===== src/rtl/lct_pkg.sv =====
package lct_pkg;

	localparam int MAX_ENTRIES_DEF = 16;
	localparam int KEY_W           = 32;
	localparam int CAP_W           = 5;
	localparam logic [CAP_W-1:0] CAP_RESET = 5'd16;

	// Output kind codes carried on m_axis_tuser.
	localparam logic KIND_STATUS = 1'b0;
	localparam logic KIND_ENTRY  = 1'b1;

	// Per-cycle command broadcast to every cell of the key chain.
	typedef struct packed {
		logic access;  // an access is accepted this cycle
		logic evict;   // the access is a miss that drops the least recent key
		logic dump;    // whole chain shifts one cell toward the head
	} cell_ctl_t;

endpackage


===== src/rtl/lct_cell.sv =====
module lct_cell #(
	parameter int IDX   = 0,
	parameter int OCC_W = 5
) (
	input  logic                        clk,
	input  lct_pkg::cell_ctl_t          ctl,
	input  logic [lct_pkg::KEY_W-1:0]   key,
	input  logic [OCC_W-1:0]            occ,
	input  logic [OCC_W-1:0]            top,
	input  logic [lct_pkg::KEY_W-1:0]   next_key,
	input  logic                        pref_in,
	output logic                        pref_out,
	output logic                        match,
	output logic [lct_pkg::KEY_W-1:0]   key_out
);

	logic [lct_pkg::KEY_W-1:0] key_q;
	logic                      valid;
	logic                      sel;
	logic                      is_top;

	assign valid   = OCC_W'(IDX) < occ;
	assign match   = valid && (key_q == key);
	assign is_top  = OCC_W'(IDX) == top;
	// The removed slot is the matching cell, or the head cell on an eviction.
	// Every cell from there up to the write slot takes its upper neighbor.
	assign sel      = match || (ctl.evict && (IDX == 0));
	assign pref_out = pref_in || sel;
	assign key_out  = key_q;

	always_ff @(posedge clk) begin
		if (ctl.dump) begin
			key_q <= next_key;
		end else if (ctl.access) begin
			if (is_top) begin
				key_q <= key;
			end else if (pref_out && (OCC_W'(IDX) < top)) begin
				key_q <= next_key;
			end
		end
	end

endmodule


===== src/rtl/lru_cache_tracker.sv =====
// LRU key tracker built as a chain of MAX_ENTRIES cells, cell 0 holding the least recent
// key. Every access gives one status transfer (tuser 0) with hit, eviction flag and
// evicted key; an access with s_axis_tlast set is followed by one entry transfer
// (tuser 1) per stored key, least recent first, after which the store is empty.
// Accesses without tlast are taken one per clock as long as m_axis_tready keeps the
// output register draining: all cells compare the key in parallel and shift in the
// same cycle, so the key compare plus the match prefix ripple along the chain sets
// the clock. An access with tlast blocks new accesses while the dump shifts the
// chain out through cell 0, one cell per cycle as long as the output drains.
// The capacity register is written through cfg_wr_en/cfg_wr_data; 0 acts as 1
// and values above MAX_ENTRIES act as MAX_ENTRIES.
module lru_cache_tracker #(
	parameter int MAX_ENTRIES = lct_pkg::MAX_ENTRIES_DEF
) (
	input  logic                        clk,
	input  logic                        arst_n,
	input  logic                        cfg_wr_en,
	input  logic [lct_pkg::CAP_W-1:0]   cfg_wr_data,    // capacity
	input  logic                        s_axis_tvalid,
	output logic                        s_axis_tready,
	input  logic [31:0]                 s_axis_tdata,   // key
	input  logic                        s_axis_tlast,   // end_of_sequence
	output logic                        m_axis_tvalid,
	input  logic                        m_axis_tready,
	// hit [0], evicted_valid [1], evicted_key [33:2], entry_key [65:34], zero pad
	output logic [71:0]                 m_axis_tdata,
	output logic                        m_axis_tuser,   // kind
	output logic                        m_axis_tlast    // last
);

	localparam int KW    = lct_pkg::KEY_W;
	localparam int OCC_W = $clog2(MAX_ENTRIES + 1);
	localparam int CMP_W = (OCC_W > lct_pkg::CAP_W) ? OCC_W : lct_pkg::CAP_W;

	typedef enum logic {ST_IDLE, ST_DUMP} state_t;

	state_t                    state_q;
	logic [lct_pkg::CAP_W-1:0] cap_q;
	logic [OCC_W-1:0]          occ_q;
	logic                      out_valid_q;
	logic                      out_kind_q;
	logic                      out_hit_q;
	logic                      out_ev_q;
	logic [KW-1:0]             out_evkey_q;
	logic [KW-1:0]             out_entry_q;
	logic                      out_last_q;

	logic [KW-1:0]             chain_key [MAX_ENTRIES+1];
	logic [MAX_ENTRIES:0]      pref;
	logic [MAX_ENTRIES-1:0]    match;
	lct_pkg::cell_ctl_t        ctl;

	logic                      out_free;
	logic                      fire;
	logic                      hit;
	logic                      evict;
	logic [CMP_W-1:0]          cap_w;
	logic [CMP_W-1:0]          eff_cap;
	logic [OCC_W-1:0]          top_idx;
	logic                      dump_step;

	assign out_free      = !out_valid_q || m_axis_tready;
	assign s_axis_tready = (state_q == ST_IDLE) && out_free;
	assign fire          = s_axis_tvalid && s_axis_tready;
	assign dump_step     = (state_q == ST_DUMP) && out_free;

	assign cap_w = CMP_W'(cap_q);
	always_comb begin
		if (cap_q == '0) begin
			eff_cap = CMP_W'(1);
		end else if (cap_w > CMP_W'(MAX_ENTRIES)) begin
			eff_cap = CMP_W'(MAX_ENTRIES);
		end else begin
			eff_cap = cap_w;
		end
	end

	assign hit     = |match;
	assign evict   = !hit && (CMP_W'(occ_q) >= eff_cap);
	assign top_idx = (hit || evict) ? OCC_W'(occ_q - 1'b1) : occ_q;

	assign ctl.access = fire;
	assign ctl.evict  = fire && evict;
	assign ctl.dump   = dump_step;

	assign chain_key[MAX_ENTRIES] = '0;
	assign pref[0] = 1'b0;

	for (genvar g = 0; g < MAX_ENTRIES; g++) begin : g_cell
		lct_cell #(
			.IDX   (g),
			.OCC_W (OCC_W)
		) u_cell (
			.clk      (clk),
			.ctl      (ctl),
			.key      (s_axis_tdata),
			.occ      (occ_q),
			.top      (top_idx),
			.next_key (chain_key[g+1]),
			.pref_in  (pref[g]),
			.pref_out (pref[g+1]),
			.match    (match[g]),
			.key_out  (chain_key[g])
		);
	end

	always_ff @(posedge clk or negedge arst_n) begin
		if (!arst_n) begin
			cap_q <= lct_pkg::CAP_RESET;
		end else if (cfg_wr_en) begin
			cap_q <= cfg_wr_data;
		end
	end

	always_ff @(posedge clk or negedge arst_n) begin
		if (!arst_n) begin
			state_q     <= ST_IDLE;
			occ_q       <= '0;
			out_valid_q <= 1'b0;
			out_kind_q  <= lct_pkg::KIND_STATUS;
			out_hit_q   <= 1'b0;
			out_ev_q    <= 1'b0;
			out_evkey_q <= '0;
			out_entry_q <= '0;
			out_last_q  <= 1'b0;
		end else begin
			unique case (state_q)
				ST_IDLE: begin
					if (fire) begin
						out_valid_q <= 1'b1;
						out_kind_q  <= lct_pkg::KIND_STATUS;
						out_hit_q   <= hit;
						out_ev_q    <= evict;
						out_evkey_q <= evict ? chain_key[0] : '0;
						out_entry_q <= '0;
						out_last_q  <= !s_axis_tlast;
						if (!hit && !evict) begin
							occ_q <= OCC_W'(occ_q + 1'b1);
						end
						if (s_axis_tlast) begin
							state_q <= ST_DUMP;
						end
					end else if (m_axis_tready) begin
						out_valid_q <= 1'b0;
					end
				end
				ST_DUMP: begin
					if (dump_step) begin
						out_valid_q <= 1'b1;
						out_kind_q  <= lct_pkg::KIND_ENTRY;
						out_hit_q   <= 1'b0;
						out_ev_q    <= 1'b0;
						out_evkey_q <= '0;
						out_entry_q <= chain_key[0];
						out_last_q  <= (occ_q == OCC_W'(1));
						occ_q       <= OCC_W'(occ_q - 1'b1);
						if (occ_q == OCC_W'(1)) begin
							state_q <= ST_IDLE;
						end
					end
				end
				default: begin
					state_q <= ST_IDLE;
				end
			endcase
		end
	end

	assign m_axis_tvalid = out_valid_q;
	assign m_axis_tuser  = out_kind_q;
	assign m_axis_tlast  = out_last_q;
	assign m_axis_tdata  = {6'b0, out_entry_q, out_evkey_q, out_ev_q, out_hit_q};

	// Stored keys are unique, so no more than one live cell can match.
	a_single_match: assert property (@(posedge clk) disable iff (!arst_n)
		$onehot0(match))
		else $error("more than one cell matched the access key");

	a_occ_bound: assert property (@(posedge clk) disable iff (!arst_n)
		occ_q <= OCC_W'(MAX_ENTRIES))
		else $error("occupancy exceeds the number of cells");

	a_dump_nonempty: assert property (@(posedge clk) disable iff (!arst_n)
		(state_q == ST_DUMP) |-> (occ_q != '0))
		else $error("dump running with an empty store");

	a_eos_starts_dump: assert property (@(posedge clk) disable iff (!arst_n)
		(fire && s_axis_tlast) |=> (state_q == ST_DUMP) && m_axis_tvalid)
		else $error("end of sequence did not start the dump");

	a_status_after_access: assert property (@(posedge clk) disable iff (!arst_n)
		fire |=> (m_axis_tuser == lct_pkg::KIND_STATUS) && (occ_q != '0))
		else $error("access did not leave a status transfer and a stored key");

endmodule


===== config.mk =====
export PLATFORM = sky130hd
export DESIGN_NAME = lru_cache_tracker
export DESIGN_NICKNAME = d
export VERILOG_FILES = /design/src/rtl/lct_pkg.sv /design/src/rtl/lct_cell.sv /design/src/rtl/lru_cache_tracker.sv
export SDC_FILE = /design/constraint.sdc
export NUM_CORES = 1
export LEC_CHECK = 0
export ABC_AREA = 0
export BUFFER_PORTS_ARGS = -buffer_cell sky130_fd_sc_hd__buf_4
export CAP_MARGIN = 5
export CORE_ASPECT_RATIO = 0.5
export CORE_MARGIN = 2
export CORE_UTILIZATION = 40
export CTS_CLUSTER_DIAMETER = 50
export DETAILED_ROUTE_END_ITERATION = 8
export HOLD_SLACK_MARGIN = 0.1
export PLACE_DENSITY = 0.54
export SLEW_MARGIN = 20
export SYNTH_ARGS = -nofsm -noshare
export SYNTH_HDL_FRONTEND = slang
export SYNTH_SLANG_ARGS = --single-unit

===== constraint.sdc =====
create_clock -name clk -period 7.1 [get_ports clk]
set_clock_uncertainty 0.1 [all_clocks]
set_input_delay 0.355 -clock clk [delete_from_list [all_inputs] [get_ports clk]]
set_output_delay 0.355 -clock clk [all_outputs]
set_load 0.01 [all_outputs]

==> key figures <==
Global routing
  • M1 GR Usage: 32.0%
  • Antenna violations before repair: 2
  • Grt met3 use: approximately 3.4%
  • Met2 usage: 39.2%
  • Pin count of the biggest net entering global routing: 66
  • Vias in the first global route: 20.9k
  • Grt ovf: 0
  • First-pass GRT wire length: ~150000 um
  • Most Crowded Layer GR: met2
  • Overall Global Routing Usage: 23.4%

Pwr
  • Design Power: between 0.015 and 0.02 W
  • Worst vdd ir: 0.210 mV
  • P per Cell Area: 412 nW/um2
  • Static Leakage: 13.5 nW
  • Clock share of power: a little over a fifth
  • Sw Ratio: 36.6%
  • Reg power frac: between 40 and 50%
  • Total internal power: 0.00960 W
  • Net switching power: between 0.005 and 0.006 W
  • Combinational power share: roughly a third

Clocking
  • Skew-Pair Late Insertion Delay: 0.64 ns
  • Clk sinks: roughly 590
  • Clk pin slew, worst setup/hold paths: 0.06 ns
  • H-tree level count: 2
  • CTS buffer count: 59
  • Max Buffers Root-to-Sink: 3
  • Clock Tree Root: clkbuf_16
  • CTS tree: done

Placement
  • Post-DP Area: roughly 35000 um2
  • Routability congestion estimate: 0.953
  • HPWL after detailed placement: 73200 um
  • Port Buffers: about 110

Route
  • Antenna Nets Post-Route: 0
  • DR WL/cell: 27.0 um
  • Starting DRT DRC Count: 1848
  • Routed Wire Length: roughly 100000 um
  • Drt pass-1 iters: 8
  • Vias per cell: 5.52
  • DRC: 0
  • Via count: 20.7k

Finish
  • Area grow syn2layout: 11.2%
  • Layout cells sized above 1: 26.5%
  • Area of the multi-input gates: 14700 um2
  • Sequential cell area: 17100 um2
  • Final net count: roughly 2.6k
  • Finished Cell Area: 36700 um2
  • Fill count: 7440

Logic synthesis
  • Synthesized flop and latch total: between 500 and 600
  • Mux cell area share after synthesis: 17.5%
  • Netlist Area Pre-Place: 33000 um2
  • Cell taking the most area after synthesis: edfxtp_1
  • Most common flop cell mapped by yosys: edfxtp_1
  • Post-synth cell types: 84
  • Post-Synth Adder-Cell Area: 0.303%
  • Syn avg cell area: 12.9 um2
  • Mapped Cells: 2565
  • Synth area leaders: edfxtp_1 (44%), mux2_2 (13%), xor2_1 (9.2%)
  • Simple-gate portion of the synthesized area: 8.62%
  • Post-synth EDFFs: 480
  • Synth top area share: a little over two fifths
  • Post-synthesis sequential area ratio: between 50% and 60%
  • Synth Warn #: 0
  • Async SR Flop Fraction: a little over an eighth
  • Synth Area in XOR/XNOR: approximately 14%
  • Main combinational cell family by area after synthesis: multiplexers
  • Compound-cell area share of the yosys netlist: 3.90%

Floorplanning
  • DIE AREA: between 80000 and 90000 um2
  • Die H: 207 um
  • Total core area: 81700 um2
  • DIE WIDTH: just over 400 um
  • I/O pins: 119
  • Placement row count: 74
  • Starting density of the core: 40.4%

Critical path
  • Crit path required time: 7.38 ns
  • CP Cell Sequence: buf_4, a21oi_1, nor4_1, nand4_1, nor4_1, a41oi_1, and4_1, nand2_4, a21o_1, nand4_4, mux2_1
  • Critical Path Source Type: flip-flop
  • CP most frequent cell: nor4_1
  • CP max stage cell: dfrtp_1
  • Max incr delay on CP: 0.97 ns
  • Critical path type: reg2reg
  • CP arrival: between 6 and 7 ns
  • Critical path peak fanout: 32
  • Reg2Reg Setup Slack: 1.17 ns
  • CP Capture Type: flip-flop

Min path
  • Worst min path class: in2reg

STA
  • Tightest Pin Transition: 1.17 ns
  • Final Critical Period: just under 6 ns
  • Max_slew headroom: 21.0%
  • Tcrit/Tclk final: 83.6%
  • Fmax: approximately 170 MHz
  • Finish-stage setup viols: 0
  • Max-slew violations: 0
  • Hold Vio Cnt, Final: 0
  • Worst hold margin: 0.138 ns
  • RSZ-0062 raised after global routing: false

Job
  • Max-cap violation count: 0

Outcome
  • Outcome: complete, no violations
[through the flow]
stage / utilization (%) / setup slack (ns) / setup TNS, ns / cells
after floorplan: - / -0.515 / -32.97 / 2570
after global placement: 42.3 / 1.36 / 0 / 3615
after detailed placement: 42.3 / 1.27 / 0 / 3615
after CTS: 44.9 / 1.28 / 0 / 3751
after global routing: 44.9 / 1.11 / 0 / 3751
final: 44.9 / 1.17 / 0 / 3754
[cells by family (layout without fill, tap and decap cells)]
logic type      count (synthesis)  after routing
compound gates                166            166
xor+xnor                      510            510
fa+ha+maj                       8              8
buf+inv                       270            349
flops                         592            592
mux                           518            518
other cells                     1              9
simple gates                  500            500
[cell usage after synthesis (5+ instances only)]
master	n
o21ai_0	49
nand4_1	73
xnor2_1	162
and2_1	7
nand4b_1	6
o311ai_0	5
a31oi_1	9
and3_1	9
inv_1	41
nor4_1	120
a21o_1	9
nand2_1	122
nor4b_1	10
mux2_2	392
clkbuf_1	69
buf_6	16
buf_2	85
edfxtp_1	480
dfrtp_1	79
dfxtp_1	32
nor3_1	19
nand2b_1	15
mux2_1	90
xor2_1	347
mux2i_1	36
a22o_1	33
nand3_1	34
or4_1	6
or3_1	10
ha_1	8
buf_4	54
nor2_1	37
a21oi_1	9
[cell usage in the layout (no fill, tap or decap), types with 15 or more instances in the layout]
master           n
clkbuf_8        15
nor3_1          19
clkbuf_16       59
inv_1           41
nor4_1         120
mux2_1          90
mux2_2         392
nor2_1          36
dfxtp_1         32
dlygate4sd3_1   24
clkbuf_1        23
nand4_1         73
nand3_1         33
xor2_1         347
dfrtp_1         79
nand2_1        121
mux2i_1         36
a22o_1          33
edfxtp_1       480
xnor2_1        162
buf_4          171
o21ai_0         45
nand2b_1        15
[power by group through the flow]
stage          sequential, W  clock (W)  combinational, W
2_1_floorplan        0.00646          0           0.00360
4_1_cts              0.00682    0.00321           0.00518
6_report             0.00681    0.00315           0.00518
3_3_place_gp         0.00687          0           0.00515
3_5_place_dp         0.00688          0           0.00513
5_1_grt              0.00695    0.00335           0.00556
[state kept, by name, summed over array words and instances, names as in the netlist]
signal / count
out_evkey_q: 32
m_axis_tlast: 1
occ_q: 5
cap_q: 5
out_ev_q: 1
m_axis_tvalid: 1
out_entry_q: 32
m_axis_tuser: 1
g_cell.u_cell.key_out: 512
out_hit_q: 1
state_q: 1
[path summary, 6_finish.rpt]
check | from | to | cells after the start
max in group asynchronous | arst_n | m_axis_tuser | 4
worst min register to register | g_cell[15].u_cell.key_out[18] | g_cell[15].u_cell.key_out[18] | 2
worst max-delay path | occ_q[4] | g_cell[8].u_cell.key_out[25] | 11
min in group asynchronous | arst_n | cap_q[4] | 3
worst max register to register | occ_q[4] | g_cell[8].u_cell.key_out[25] | 11
worst min-delay path | m_axis_tready | state_q | 4
[layer usage]
metal,routed length (um),up-vias
li1,-,9483
met1,45500,10600
met2,48800,527
met3,4650,125
met4,2320,0
met5,0,-
[worst max-delay path: cells and delay by family (launching register included)]
kind / cells / cell delay [ns]
buffers and inverters: 1 / 0.28
AO/OA/AOI/OAI: 3 / 1.01
AND/OR/NAND/NOR: 6 / 2.71
flip-flops: 1 / 0.97
multiplexers: 1 / 0.55
[timing repair]
| action | in CTS | in global routing |
|---|---|---|
| resized for setup | 0 | 0 |
| hold buffers | 24 | 0 |
| setup buffers | 0 | 0 |
| hold endpoints to repair | 101 | 0 |
| setup endpoints to repair | 0 | 0 |
[cell type report]
class / count / area share (%)
flip-flops and latches: 592 / 46.5
multi-input cells: 1708 / 40.0
clock buffers: 97 / 4.82
repair buffers: 195 / 4.15
well taps: 1102 / 3.76
inverters: 42 / 0.429
clock inverters: 15 / 0.331
diodes: 3 / 0.0205
Power figures use the tool's default switching activity.
